## src/hw/rtl/alflp_pkg.sv

```systemverilog
// Shared opcodes, sequencer states and constants for the linked list free pool.
package alflp_pkg;

	typedef enum logic [2:0] {
		OP_INSERT  = 3'd0,
		OP_REMOVE  = 3'd1,
		OP_READ    = 3'd2,
		OP_COMPARE = 3'd3,
		OP_FIND    = 3'd4
	} op_t;

	typedef enum logic [11:0] {
		S_CLR   = 12'b0000_0000_0001,
		S_IDLE  = 12'b0000_0000_0010,
		S_INS_A = 12'b0000_0000_0100,
		S_INS_B = 12'b0000_0000_1000,
		S_INS_C = 12'b0000_0001_0000,
		S_REM_H = 12'b0000_0010_0000,
		S_REM_P = 12'b0000_0100_0000,
		S_REM_Q = 12'b0000_1000_0000,
		S_REM_R = 12'b0001_0000_0000,
		S_RD    = 12'b0010_0000_0000,
		S_CMP   = 12'b0100_0000_0000,
		S_FL    = 12'b1000_0000_0000
	} state_t;

	localparam logic [6:0] IDX_NONE7 = 7'h7F;

endpackage

```

## src/hw/rtl/alflp_link_mem.sv

```systemverilog
// Link memory: one write port, one registered read port.
module alflp_link_mem #(
	parameter int AW = 6,
	parameter int LW = 7
) (
	input  logic          clk,
	input  logic          we,
	input  logic [AW-1:0] waddr,
	input  logic [LW-1:0] wdata,
	input  logic          re,
	input  logic [AW-1:0] raddr,
	output logic [LW-1:0] rdata
);

	logic [LW-1:0] mem [2**AW];

	always_ff @(posedge clk) begin
		if (we) begin
			mem[waddr] <= wdata;
		end
	end

	always_ff @(posedge clk) begin
		if (re) begin
			rdata <= mem[raddr];
		end
	end

endmodule

```

## src/hw/rtl/alflp_pay_mem.sv

```systemverilog
// Payload memory: one write port, two registered read ports.
module alflp_pay_mem #(
	parameter int AW = 6,
	parameter int DW = 32
) (
	input  logic          clk,
	input  logic          we,
	input  logic [AW-1:0] waddr,
	input  logic [DW-1:0] wdata,
	input  logic          re_a,
	input  logic [AW-1:0] raddr_a,
	output logic [DW-1:0] rdata_a,
	input  logic          re_b,
	input  logic [AW-1:0] raddr_b,
	output logic [DW-1:0] rdata_b
);

	logic [DW-1:0] mem [2**AW];

	always_ff @(posedge clk) begin
		if (we) begin
			mem[waddr] <= wdata;
		end
	end

	always_ff @(posedge clk) begin
		if (re_a) begin
			rdata_a <= mem[raddr_a];
		end
		if (re_b) begin
			rdata_b <= mem[raddr_b];
		end
	end

endmodule

```

## src/hw/rtl/array_linked_list_free_pool.sv

```systemverilog
// Top level: list sequencer over link and payload memories.
//
//  channel  | handshake                | payload
//  ---------+--------------------------+------------------------------------------
//  command  | start, busy              | opcode, position, other_position, payload_in
//  result   | done (one-cycle strobe)  | ok, payload_out, index_out, equal,
//           |                          | head_out, empty_res, full_res
//
// Read, compare, remove, insert and find last are sequenced over the link and payload
// memories; each link hop is one read of the single link memory port.
// Commands rejected at acceptance finish in the acceptance cycle; the result strobe is
// registered and follows in the cycle after the last step.
// After reset a clearing pass writes the initial free chain, with busy high.
// The receiver cannot stall; each result is shown for exactly one cycle.
module array_linked_list_free_pool import alflp_pkg::*; #(
	parameter int NODES     = 64,
	parameter int PAYLOAD_W = 32
) (
	input  logic              clk,
	input  logic              arst_n,
	input  logic              start,
	output logic              busy,
	input  logic [2:0]        opcode,
	input  logic signed [6:0] position,
	input  logic [5:0]        other_position,
	input  logic [31:0]       payload_in,
	output logic              done,
	output logic              ok,
	output logic [31:0]       payload_out,
	output logic signed [6:0] index_out,
	output logic              equal,
	output logic signed [6:0] head_out,
	output logic              empty_res,
	output logic              full_res
);

	localparam int AW = $clog2(NODES);
	localparam int LW = AW + 1;
	localparam int CW = $clog2(NODES + 1);

	// link value: MSB set means none
	typedef logic [LW-1:0] link_t;
	localparam link_t LINK_NONE = {1'b1, {AW{1'b0}}};

	function automatic logic [AW-1:0] to_addr(input logic [5:0] p);
		logic [AW+5:0] t;
		t = {{AW{1'b0}}, p};
		return t[AW-1:0];
	endfunction

	function automatic logic [6:0] enc7(input link_t l);
		logic [AW+6:0] t;
		t = {7'd0, l[AW-1:0]};
		return l[AW] ? IDX_NONE7 : t[6:0];
	endfunction

	function automatic logic node_ok(input logic [5:0] p);
		return {26'd0, p} < 32'(NODES);
	endfunction

	function automatic logic [PAYLOAD_W-1:0] pay_ext(input logic [31:0] p);
		logic [PAYLOAD_W+31:0] t;
		t = {{PAYLOAD_W{1'b0}}, p};
		return t[PAYLOAD_W-1:0];
	endfunction

	function automatic logic [31:0] pay_trunc(input logic [PAYLOAD_W-1:0] p);
		logic [PAYLOAD_W+31:0] t;
		t = {32'd0, p};
		return t[31:0];
	endfunction

	state_t              state_q, state_d;
	link_t               head_q, head_d, free_q, free_d;
	logic [AW-1:0]       y_q, y_d, pos_q, pos_d;
	logic                pnone_q, pnone_d;
	logic [CW-1:0]       cnt_q, cnt_d, steps;

	logic                lk_we, lk_re;
	logic [AW-1:0]       lk_waddr, lk_raddr;
	link_t               lk_wdata, lk_rd;
	logic                py_we, py_rea, py_reb;
	logic [AW-1:0]       py_waddr, py_raddra, py_raddrb;
	logic [PAYLOAD_W-1:0] py_wdata, py_rda, py_rdb;

	logic                fin, f_ok, f_eq;
	logic [PAYLOAD_W-1:0] f_pout;
	link_t               f_idx;

	logic                done_q, ok_q, eq_q, empty_q, full_q;
	logic [31:0]         pout_q;
	logic [6:0]          idx_q, hres_q;

	logic                pnone, pvalid, ovalid;
	logic [AW-1:0]       paddr, clr_addr;
	link_t               clr_val;

	assign pnone    = position == IDX_NONE7;
	assign pvalid   = !position[6] && node_ok(position[5:0]);
	assign ovalid   = node_ok(other_position);
	assign paddr    = to_addr(position[5:0]);
	assign clr_addr = cnt_q[AW-1:0];
	assign clr_val  = (cnt_q == CW'(NODES - 1)) ? LINK_NONE
		: {1'b0, clr_addr + AW'(1)};
	assign steps    = cnt_q + CW'(1);

	alflp_link_mem #(.AW(AW), .LW(LW)) u_link (
		.clk   (clk),
		.we    (lk_we),
		.waddr (lk_waddr),
		.wdata (lk_wdata),
		.re    (lk_re),
		.raddr (lk_raddr),
		.rdata (lk_rd)
	);

	alflp_pay_mem #(.AW(AW), .DW(PAYLOAD_W)) u_pay (
		.clk     (clk),
		.we      (py_we),
		.waddr   (py_waddr),
		.wdata   (py_wdata),
		.re_a    (py_rea),
		.raddr_a (py_raddra),
		.rdata_a (py_rda),
		.re_b    (py_reb),
		.raddr_b (py_raddrb),
		.rdata_b (py_rdb)
	);

	always_comb begin
		state_d   = state_q;
		head_d    = head_q;
		free_d    = free_q;
		y_d       = y_q;
		pos_d     = pos_q;
		pnone_d   = pnone_q;
		cnt_d     = cnt_q;
		lk_we     = 1'b0;
		lk_waddr  = y_q;
		lk_wdata  = free_q;
		lk_re     = 1'b0;
		lk_raddr  = paddr;
		py_we     = 1'b0;
		py_waddr  = free_q[AW-1:0];
		py_wdata  = pay_ext(payload_in);
		py_rea    = 1'b0;
		py_raddra = paddr;
		py_reb    = 1'b0;
		py_raddrb = to_addr(other_position);
		fin       = 1'b0;
		f_ok      = 1'b0;
		f_eq      = 1'b0;
		f_pout    = '0;
		f_idx     = LINK_NONE;
		unique case (state_q)
			S_CLR: begin
				lk_we    = 1'b1;
				lk_waddr = clr_addr;
				lk_wdata = clr_val;
				if (cnt_q == CW'(NODES - 1)) begin
					cnt_d   = '0;
					state_d = S_IDLE;
				end else begin
					cnt_d = steps;
				end
			end
			S_IDLE: begin
				if (start) begin
					pos_d   = paddr;
					pnone_d = pnone;
					case (op_t'(opcode))
						OP_INSERT: begin
							if (!free_q[AW] && (pnone || pvalid)) begin
								py_we    = 1'b1;
								lk_re    = 1'b1;
								lk_raddr = free_q[AW-1:0];
								y_d      = free_q[AW-1:0];
								state_d  = S_INS_A;
							end else begin
								fin = 1'b1;
							end
						end
						OP_REMOVE: begin
							if (head_q[AW]) begin
								fin = 1'b1;
							end else if (pnone) begin
								lk_re     = 1'b1;
								lk_raddr  = head_q[AW-1:0];
								py_rea    = 1'b1;
								py_raddra = head_q[AW-1:0];
								y_d       = head_q[AW-1:0];
								state_d   = S_REM_H;
							end else if (pvalid) begin
								lk_re   = 1'b1;
								state_d = S_REM_P;
							end else begin
								fin = 1'b1;
							end
						end
						OP_READ: begin
							if (pvalid) begin
								lk_re   = 1'b1;
								py_rea  = 1'b1;
								state_d = S_RD;
							end else begin
								fin = 1'b1;
							end
						end
						OP_COMPARE: begin
							if (pvalid && ovalid) begin
								py_rea  = 1'b1;
								py_reb  = 1'b1;
								state_d = S_CMP;
							end else begin
								fin = 1'b1;
							end
						end
						OP_FIND: begin
							if (head_q[AW]) begin
								fin = 1'b1;
							end else begin
								lk_re    = 1'b1;
								lk_raddr = head_q[AW-1:0];
								y_d      = head_q[AW-1:0];
								cnt_d    = '0;
								state_d  = S_FL;
							end
						end
						default: begin
							fin = 1'b1;
						end
					endcase
				end
			end
			S_INS_A: begin
				free_d = lk_rd;
				if (pnone_q) begin
					lk_we    = 1'b1;
					lk_wdata = head_q;
					head_d   = {1'b0, y_q};
					fin      = 1'b1;
					f_ok     = 1'b1;
					f_idx    = {1'b0, y_q};
					state_d  = S_IDLE;
				end else begin
					lk_re    = 1'b1;
					lk_raddr = pos_q;
					state_d  = S_INS_B;
				end
			end
			S_INS_B: begin
				lk_we    = 1'b1;
				lk_wdata = lk_rd;
				state_d  = S_INS_C;
			end
			S_INS_C: begin
				lk_we    = 1'b1;
				lk_waddr = pos_q;
				lk_wdata = {1'b0, y_q};
				fin      = 1'b1;
				f_ok     = 1'b1;
				f_idx    = {1'b0, y_q};
				state_d  = S_IDLE;
			end
			S_REM_H: begin
				head_d  = lk_rd;
				lk_we   = 1'b1;
				free_d  = {1'b0, y_q};
				fin     = 1'b1;
				f_ok    = 1'b1;
				f_pout  = py_rda;
				state_d = S_IDLE;
			end
			S_REM_P: begin
				if (lk_rd[AW]) begin
					fin     = 1'b1;
					state_d = S_IDLE;
				end else begin
					y_d       = lk_rd[AW-1:0];
					lk_re     = 1'b1;
					lk_raddr  = lk_rd[AW-1:0];
					py_rea    = 1'b1;
					py_raddra = lk_rd[AW-1:0];
					state_d   = S_REM_Q;
				end
			end
			S_REM_Q: begin
				lk_we    = 1'b1;
				lk_waddr = pos_q;
				lk_wdata = lk_rd;
				state_d  = S_REM_R;
			end
			S_REM_R: begin
				lk_we   = 1'b1;
				free_d  = {1'b0, y_q};
				fin     = 1'b1;
				f_ok    = 1'b1;
				f_pout  = py_rda;
				state_d = S_IDLE;
			end
			S_RD: begin
				fin     = 1'b1;
				f_pout  = py_rda;
				f_idx   = lk_rd;
				state_d = S_IDLE;
			end
			S_CMP: begin
				fin     = 1'b1;
				f_eq    = py_rda == py_rdb;
				state_d = S_IDLE;
			end
			S_FL: begin
				if (lk_rd[AW] || steps == CW'(NODES)) begin
					fin     = 1'b1;
					f_idx   = {1'b0, y_q};
					state_d = S_IDLE;
				end else begin
					lk_re    = 1'b1;
					lk_raddr = lk_rd[AW-1:0];
					y_d      = lk_rd[AW-1:0];
					cnt_d    = steps;
				end
			end
			default: begin
				state_d = S_IDLE;
			end
		endcase
	end

	always_ff @(posedge clk or negedge arst_n) begin
		if (!arst_n) begin
			state_q <= S_CLR;
			head_q  <= LINK_NONE;
			free_q  <= '0;
			cnt_q   <= '0;
			done_q  <= 1'b0;
		end else begin
			state_q <= state_d;
			head_q  <= head_d;
			free_q  <= free_d;
			cnt_q   <= cnt_d;
			done_q  <= fin;
		end
	end

	always_ff @(posedge clk) begin
		y_q     <= y_d;
		pos_q   <= pos_d;
		pnone_q <= pnone_d;
		if (fin) begin
			ok_q    <= f_ok;
			pout_q  <= pay_trunc(f_pout);
			idx_q   <= enc7(f_idx);
			eq_q    <= f_eq;
			hres_q  <= enc7(head_d);
			empty_q <= head_d[AW];
			full_q  <= free_d[AW];
		end
	end

	assign busy        = state_q != S_IDLE;
	assign done        = done_q;
	assign ok          = ok_q;
	assign payload_out = pout_q;
	assign index_out   = idx_q;
	assign equal       = eq_q;
	assign head_out    = hres_q;
	assign empty_res   = empty_q;
	assign full_res    = full_q;

endmodule

```

## config.mk

```make
export PLATFORM = sky130hd
export DESIGN_NAME = array_linked_list_free_pool
export DESIGN_NICKNAME = d
export VERILOG_FILES = /design/src/hw/rtl/alflp_pkg.sv /design/src/hw/rtl/alflp_link_mem.sv /design/src/hw/rtl/alflp_pay_mem.sv /design/src/hw/rtl/array_linked_list_free_pool.sv
export SDC_FILE = /design/constraint.sdc
export NUM_CORES = 2
export LEC_CHECK = 0
export BUFFER_PORTS_ARGS = -buffer_cell sky130_fd_sc_hd__buf_2
export CORE_ASPECT_RATIO = 1.1
export CORE_MARGIN = 2
export CORE_UTILIZATION = 24
export DETAILED_ROUTE_END_ITERATION = 8
export GPL_TIMING_DRIVEN = 1
export SYNTH_ARGS = -nofsm -noshare
export SYNTH_HDL_FRONTEND = slang
export SYNTH_SLANG_ARGS = --single-unit
```

## constraint.sdc

```tcl
create_clock -name clk -period 8.4 [get_ports clk]
set_input_delay 2.52 -clock clk [delete_from_list [all_inputs] [get_ports clk]]
set_output_delay 2.52 -clock clk [all_outputs]
set_load 0.05 [all_outputs]
```

==> results.ini <==
[grt]
grt_pass1_wl_um=600000
grtUsageTotal=0.159
gr_overflow_total=0
grt_pass1_vias=79400
grt_antenna_before_repair=49
pin_count_of_the_biggest_net_entering_global_routing=169

[final_layout]
final_layout_size_suffix_gt1_frac=0.175
fill_cells=51300
design.final.nets=8772
fin_cells=15700
area_delta_synth_final_pct=15.2
fin_area_um2=142000

[yosys]
synth_top_cell_area_share=0.642
synthMuxAreaShare=0.145
yosys-top-cells-count=sky130_fd_sc_hd__edfxtp_1 (2629), sky130_fd_sc_hd__nand2_1 (2068), sky130_fd_sc_hd__nand3_1 (924)
synth_top_cell_by_area=sky130_fd_sc_hd__edfxtp_1
synthMostInstantiatedCell=sky130_fd_sc_hd__edfxtp_1
synth_top_family_by_area=multiplexers
ys.warnings.count=0
avgSynthCellArea_um2=14.0
syn-instance-count=8773
synthFlopType=sky130_fd_sc_hd__edfxtp_1
synthesis.nets=8825
ys_ff_latch=2663
ys_types=79
synth-edff-count=2629
mappedNetlistArea_um2=123000
compound_gate_portion_of_the_synthesized_area=0.0505
synth_async_sr_flop_share=0.0128
synth-simple-area-share=0.127
synth-seq-area-share=0.649
post_synth_xor_area_fraction=0.00271
netlist_top_cells_area=sky130_fd_sc_hd__edfxtp_1 (64%), sky130_fd_sc_hd__mux4_2 (12%), sky130_fd_sc_hd__nand2_1 (6.3%), sky130_fd_sc_hd__nand3_1 (3.8%), sky130_fd_sc_hd__mux2i_1 (2.1%)
synth-adder-area-share=0.000102

[sta]
timing.slew.headroom=0.115
skew_ns=0.105
final.period_utilization=0.791
finalSetupTns_ns=0
setup_slack_ns=1.76
setup_violations=0
timing.final.max_slew_violations=0
hold_viol_final=0
rsz0062_at_grt=no
post-route-min-period_ns=6.64
worst_pin_slew_ns=1.32
max_freq_mhz=151

[detailed_routing]
num_vias=83900
first_iter_violations=12900
drt_wl_total_um=430000
viasPerCell=5.33
wl_met3_um=51000
total_drc_errors_in_the_routed_layout=0
drt-met1-wl_um=166000
final_antenna_net_count=0
dr_wl_met2_um=193000
route.top_layer_used=met5
wire_per_inst_um=27.4
first_pass_iters=9

[worst_hold_path]
worst_hold_path_class=reg -> reg

[clock_tree]
cts_buffer_depth=4
cts_post_setup_buffers_inserted=0
cts_sinks=2663
cts_buffers=286
ctsRootBufferMaster=sky130_fd_sc_hd__clkbuf_16
cts.repair.resized=0
clk_latency_ns=0.91
worst_setup_hold_path_clk_slew_ns=0.07
htree_num_levels=5
tritoncts=built
cts.hold.buffers_added=0

[place]
port_buffers=102
dp_slack_ns=1.04
dp_hpwl_um=249000
place.detailed.instances=15200
routabilityCongestion=0.873
placement.cell_area_um2=132000

[pwr]
net-switching-power_mw=8.98
vdd_ir_drop_max_mv=0.179
total_leakage_power_nw=45.6
pd_cells_nw_per_um2=230
p_comb_frac=0.142
power.share.clock=0.384
p_total_mw=32.6
power.switching_fraction=0.275
internal-power_mw=23.6
seqPwrFrac=0.474

[floorplan]
chipWidth_um=686
num_rows=275
dieArea_um2=518000
floorplan.core_area_um2=510000
die_height_um=755
io_pins=103
start_util=0.241

[flow_run]
drv_cap=0

[worst_setup_path]
worstSetupPathType=in -> reg
crit_arrival_ns=7.35
end_kind=flip-flop
required_ns=9.11
worst_setup_path_start_kind=input port
path_max_fanout=24

[run_status]
result_of_the_run=completed

## worst max-delay path, cell delays in order
cell and delay (ns):
sky130_fd_sc_hd__buf_2 0.29, sky130_fd_sc_hd__nand4_1 0.21, sky130_fd_sc_hd__or4_1 0.68, sky130_fd_sc_hd__nor4_1 0.62, sky130_fd_sc_hd__o21a_4 0.46, sky130_fd_sc_hd__buf_4 0.67
sky130_fd_sc_hd__or3_2 0.56, sky130_fd_sc_hd__buf_4 0.41, sky130_fd_sc_hd__a21oi_1 0.09, sky130_fd_sc_hd__nor2_1 0.12, sky130_fd_sc_hd__o2111ai_1 0.36, sky130_fd_sc_hd__o211ai_1 0.24
## through the flow
stage                util  hold slack (ns)
global route        0.278            0.640
global placement    0.260            0.576
detailed placement  0.260            0.577
CTS                 0.278            0.596
floorplan               -            0.511
finish              0.278            0.595
## metal layers
| metal | vias up | track usage |
|---|---|---|
| li1 | 34000 | - |
| met1 | 43100 | 0.214 |
| met2 | 5757 | 0.244 |
| met3 | 1041 | 0.0389 |
| met4 | 22 | 0.0677 |
| met5 | - | 0 |
## sequential cells by signal (all words and copies together), names as in the netlist
register       flops
equal              1
u_pay.rdata_b     32
u_pay.mem       2048
full_res           1
free_q             7
pos_q              6
payload_out       32
head_q             7
index_out          7
u_link.mem       448
u_link.rdata       7
u_pay.rdata_a     32
ok                 1
pnone_q            1
cnt_q              7
state_q           12
done               1
y_q                6
head_out           7
## worst paths after layout
| path | from | to | slack, ns | depth (start not counted) |
|---|---|---|---|---|
| max | position[6] | u_pay.rdata_a[14] | 1.76 | 12 |
| min | cnt_q[6] | cnt_q[6] | 0.60 | 2 |
| max reg2reg | state_q[8] | u_pay.rdata_a[14] | 2.33 | 12 |
| min reg2reg | cnt_q[6] | cnt_q[6] | 0.60 | 2 |
| max in group asynchronous | arst_n | state_q[7] | 6.06 | 1 |
| min in group asynchronous | arst_n | cnt_q[1] | 1.78 | 1 |
## cell families (layout without fill, tap and decap cells)
kind of cell,after synthesis,in the layout
other,0,22
muxes,945,945
adders and majority gates,1,1
DFF,2663,2663
xor gates and xnor gates,38,38
and+or+nand+nor,3594,3594
buffers and inverters,702,858
AOI/OAI and AO/OA,830,830
## power groups by stage
stage | Sequential, mW | Combinational (mW) | Clock, mW
after floorplan | 15.7 | 2.67 | 0
after global placement | 15.7 | 4.55 | 0
after detailed placement | 15.7 | 4.58 | 0
after CTS | 15.4 | 4.59 | 12.7
after global routing | 15.5 | 4.90 | 13.2
final | 15.4 | 4.64 | 12.5
## layout by cell type, fill, tap and decap left out, drive strengths merged, types with 9 or more instances in the layout
cell | Yosys | layout
mux4 | 671 | 671
nand2b | 12 | 12
nor2b | 9 | 9
a211oi | 135 | 135
a31oi | 119 | 119
o211ai | 36 | 36
mux2i | 257 | 257
nand4 | 37 | 37
nor3 | 53 | 53
o2111ai | 40 | 40
a311o | 62 | 62
nand2 | 2069 | 2069
xor2 | 36 | 36
o21ai | 55 | 55
a22oi | 20 | 20
or2 | 11 | 11
bufinv | 0 | 24
mux2 | 17 | 17
a221o | 11 | 11
nor2 | 216 | 216
a21oi | 95 | 95
a32oi | 30 | 30
inv | 12 | 27
and3 | 165 | 165
nor4 | 19 | 19
clkbuf | 364 | 346
clkinv | 0 | 105
and2 | 42 | 42
o22ai | 35 | 35
buf | 326 | 348
a311oi | 135 | 135
nand3 | 924 | 924
dfrtp | 32 | 32
diode | 0 | 22
edfxtp | 2629 | 2629
or3 | 10 | 10
## area by class of cell
class	count	area, µm²	share of cell area
clock inverter	152	1480	0.0105
tap	6786	8490	0.0600
antenna	22	55.1	0.000389
timing repair buffer	349	3390	0.0239
clock buffer	345	7540	0.0532
sequential	2663	79800	0.564
inverter	12	45.0	0.000318
multi-input combinational	5408	40800	0.288
(Power assumes the default switching activity.)
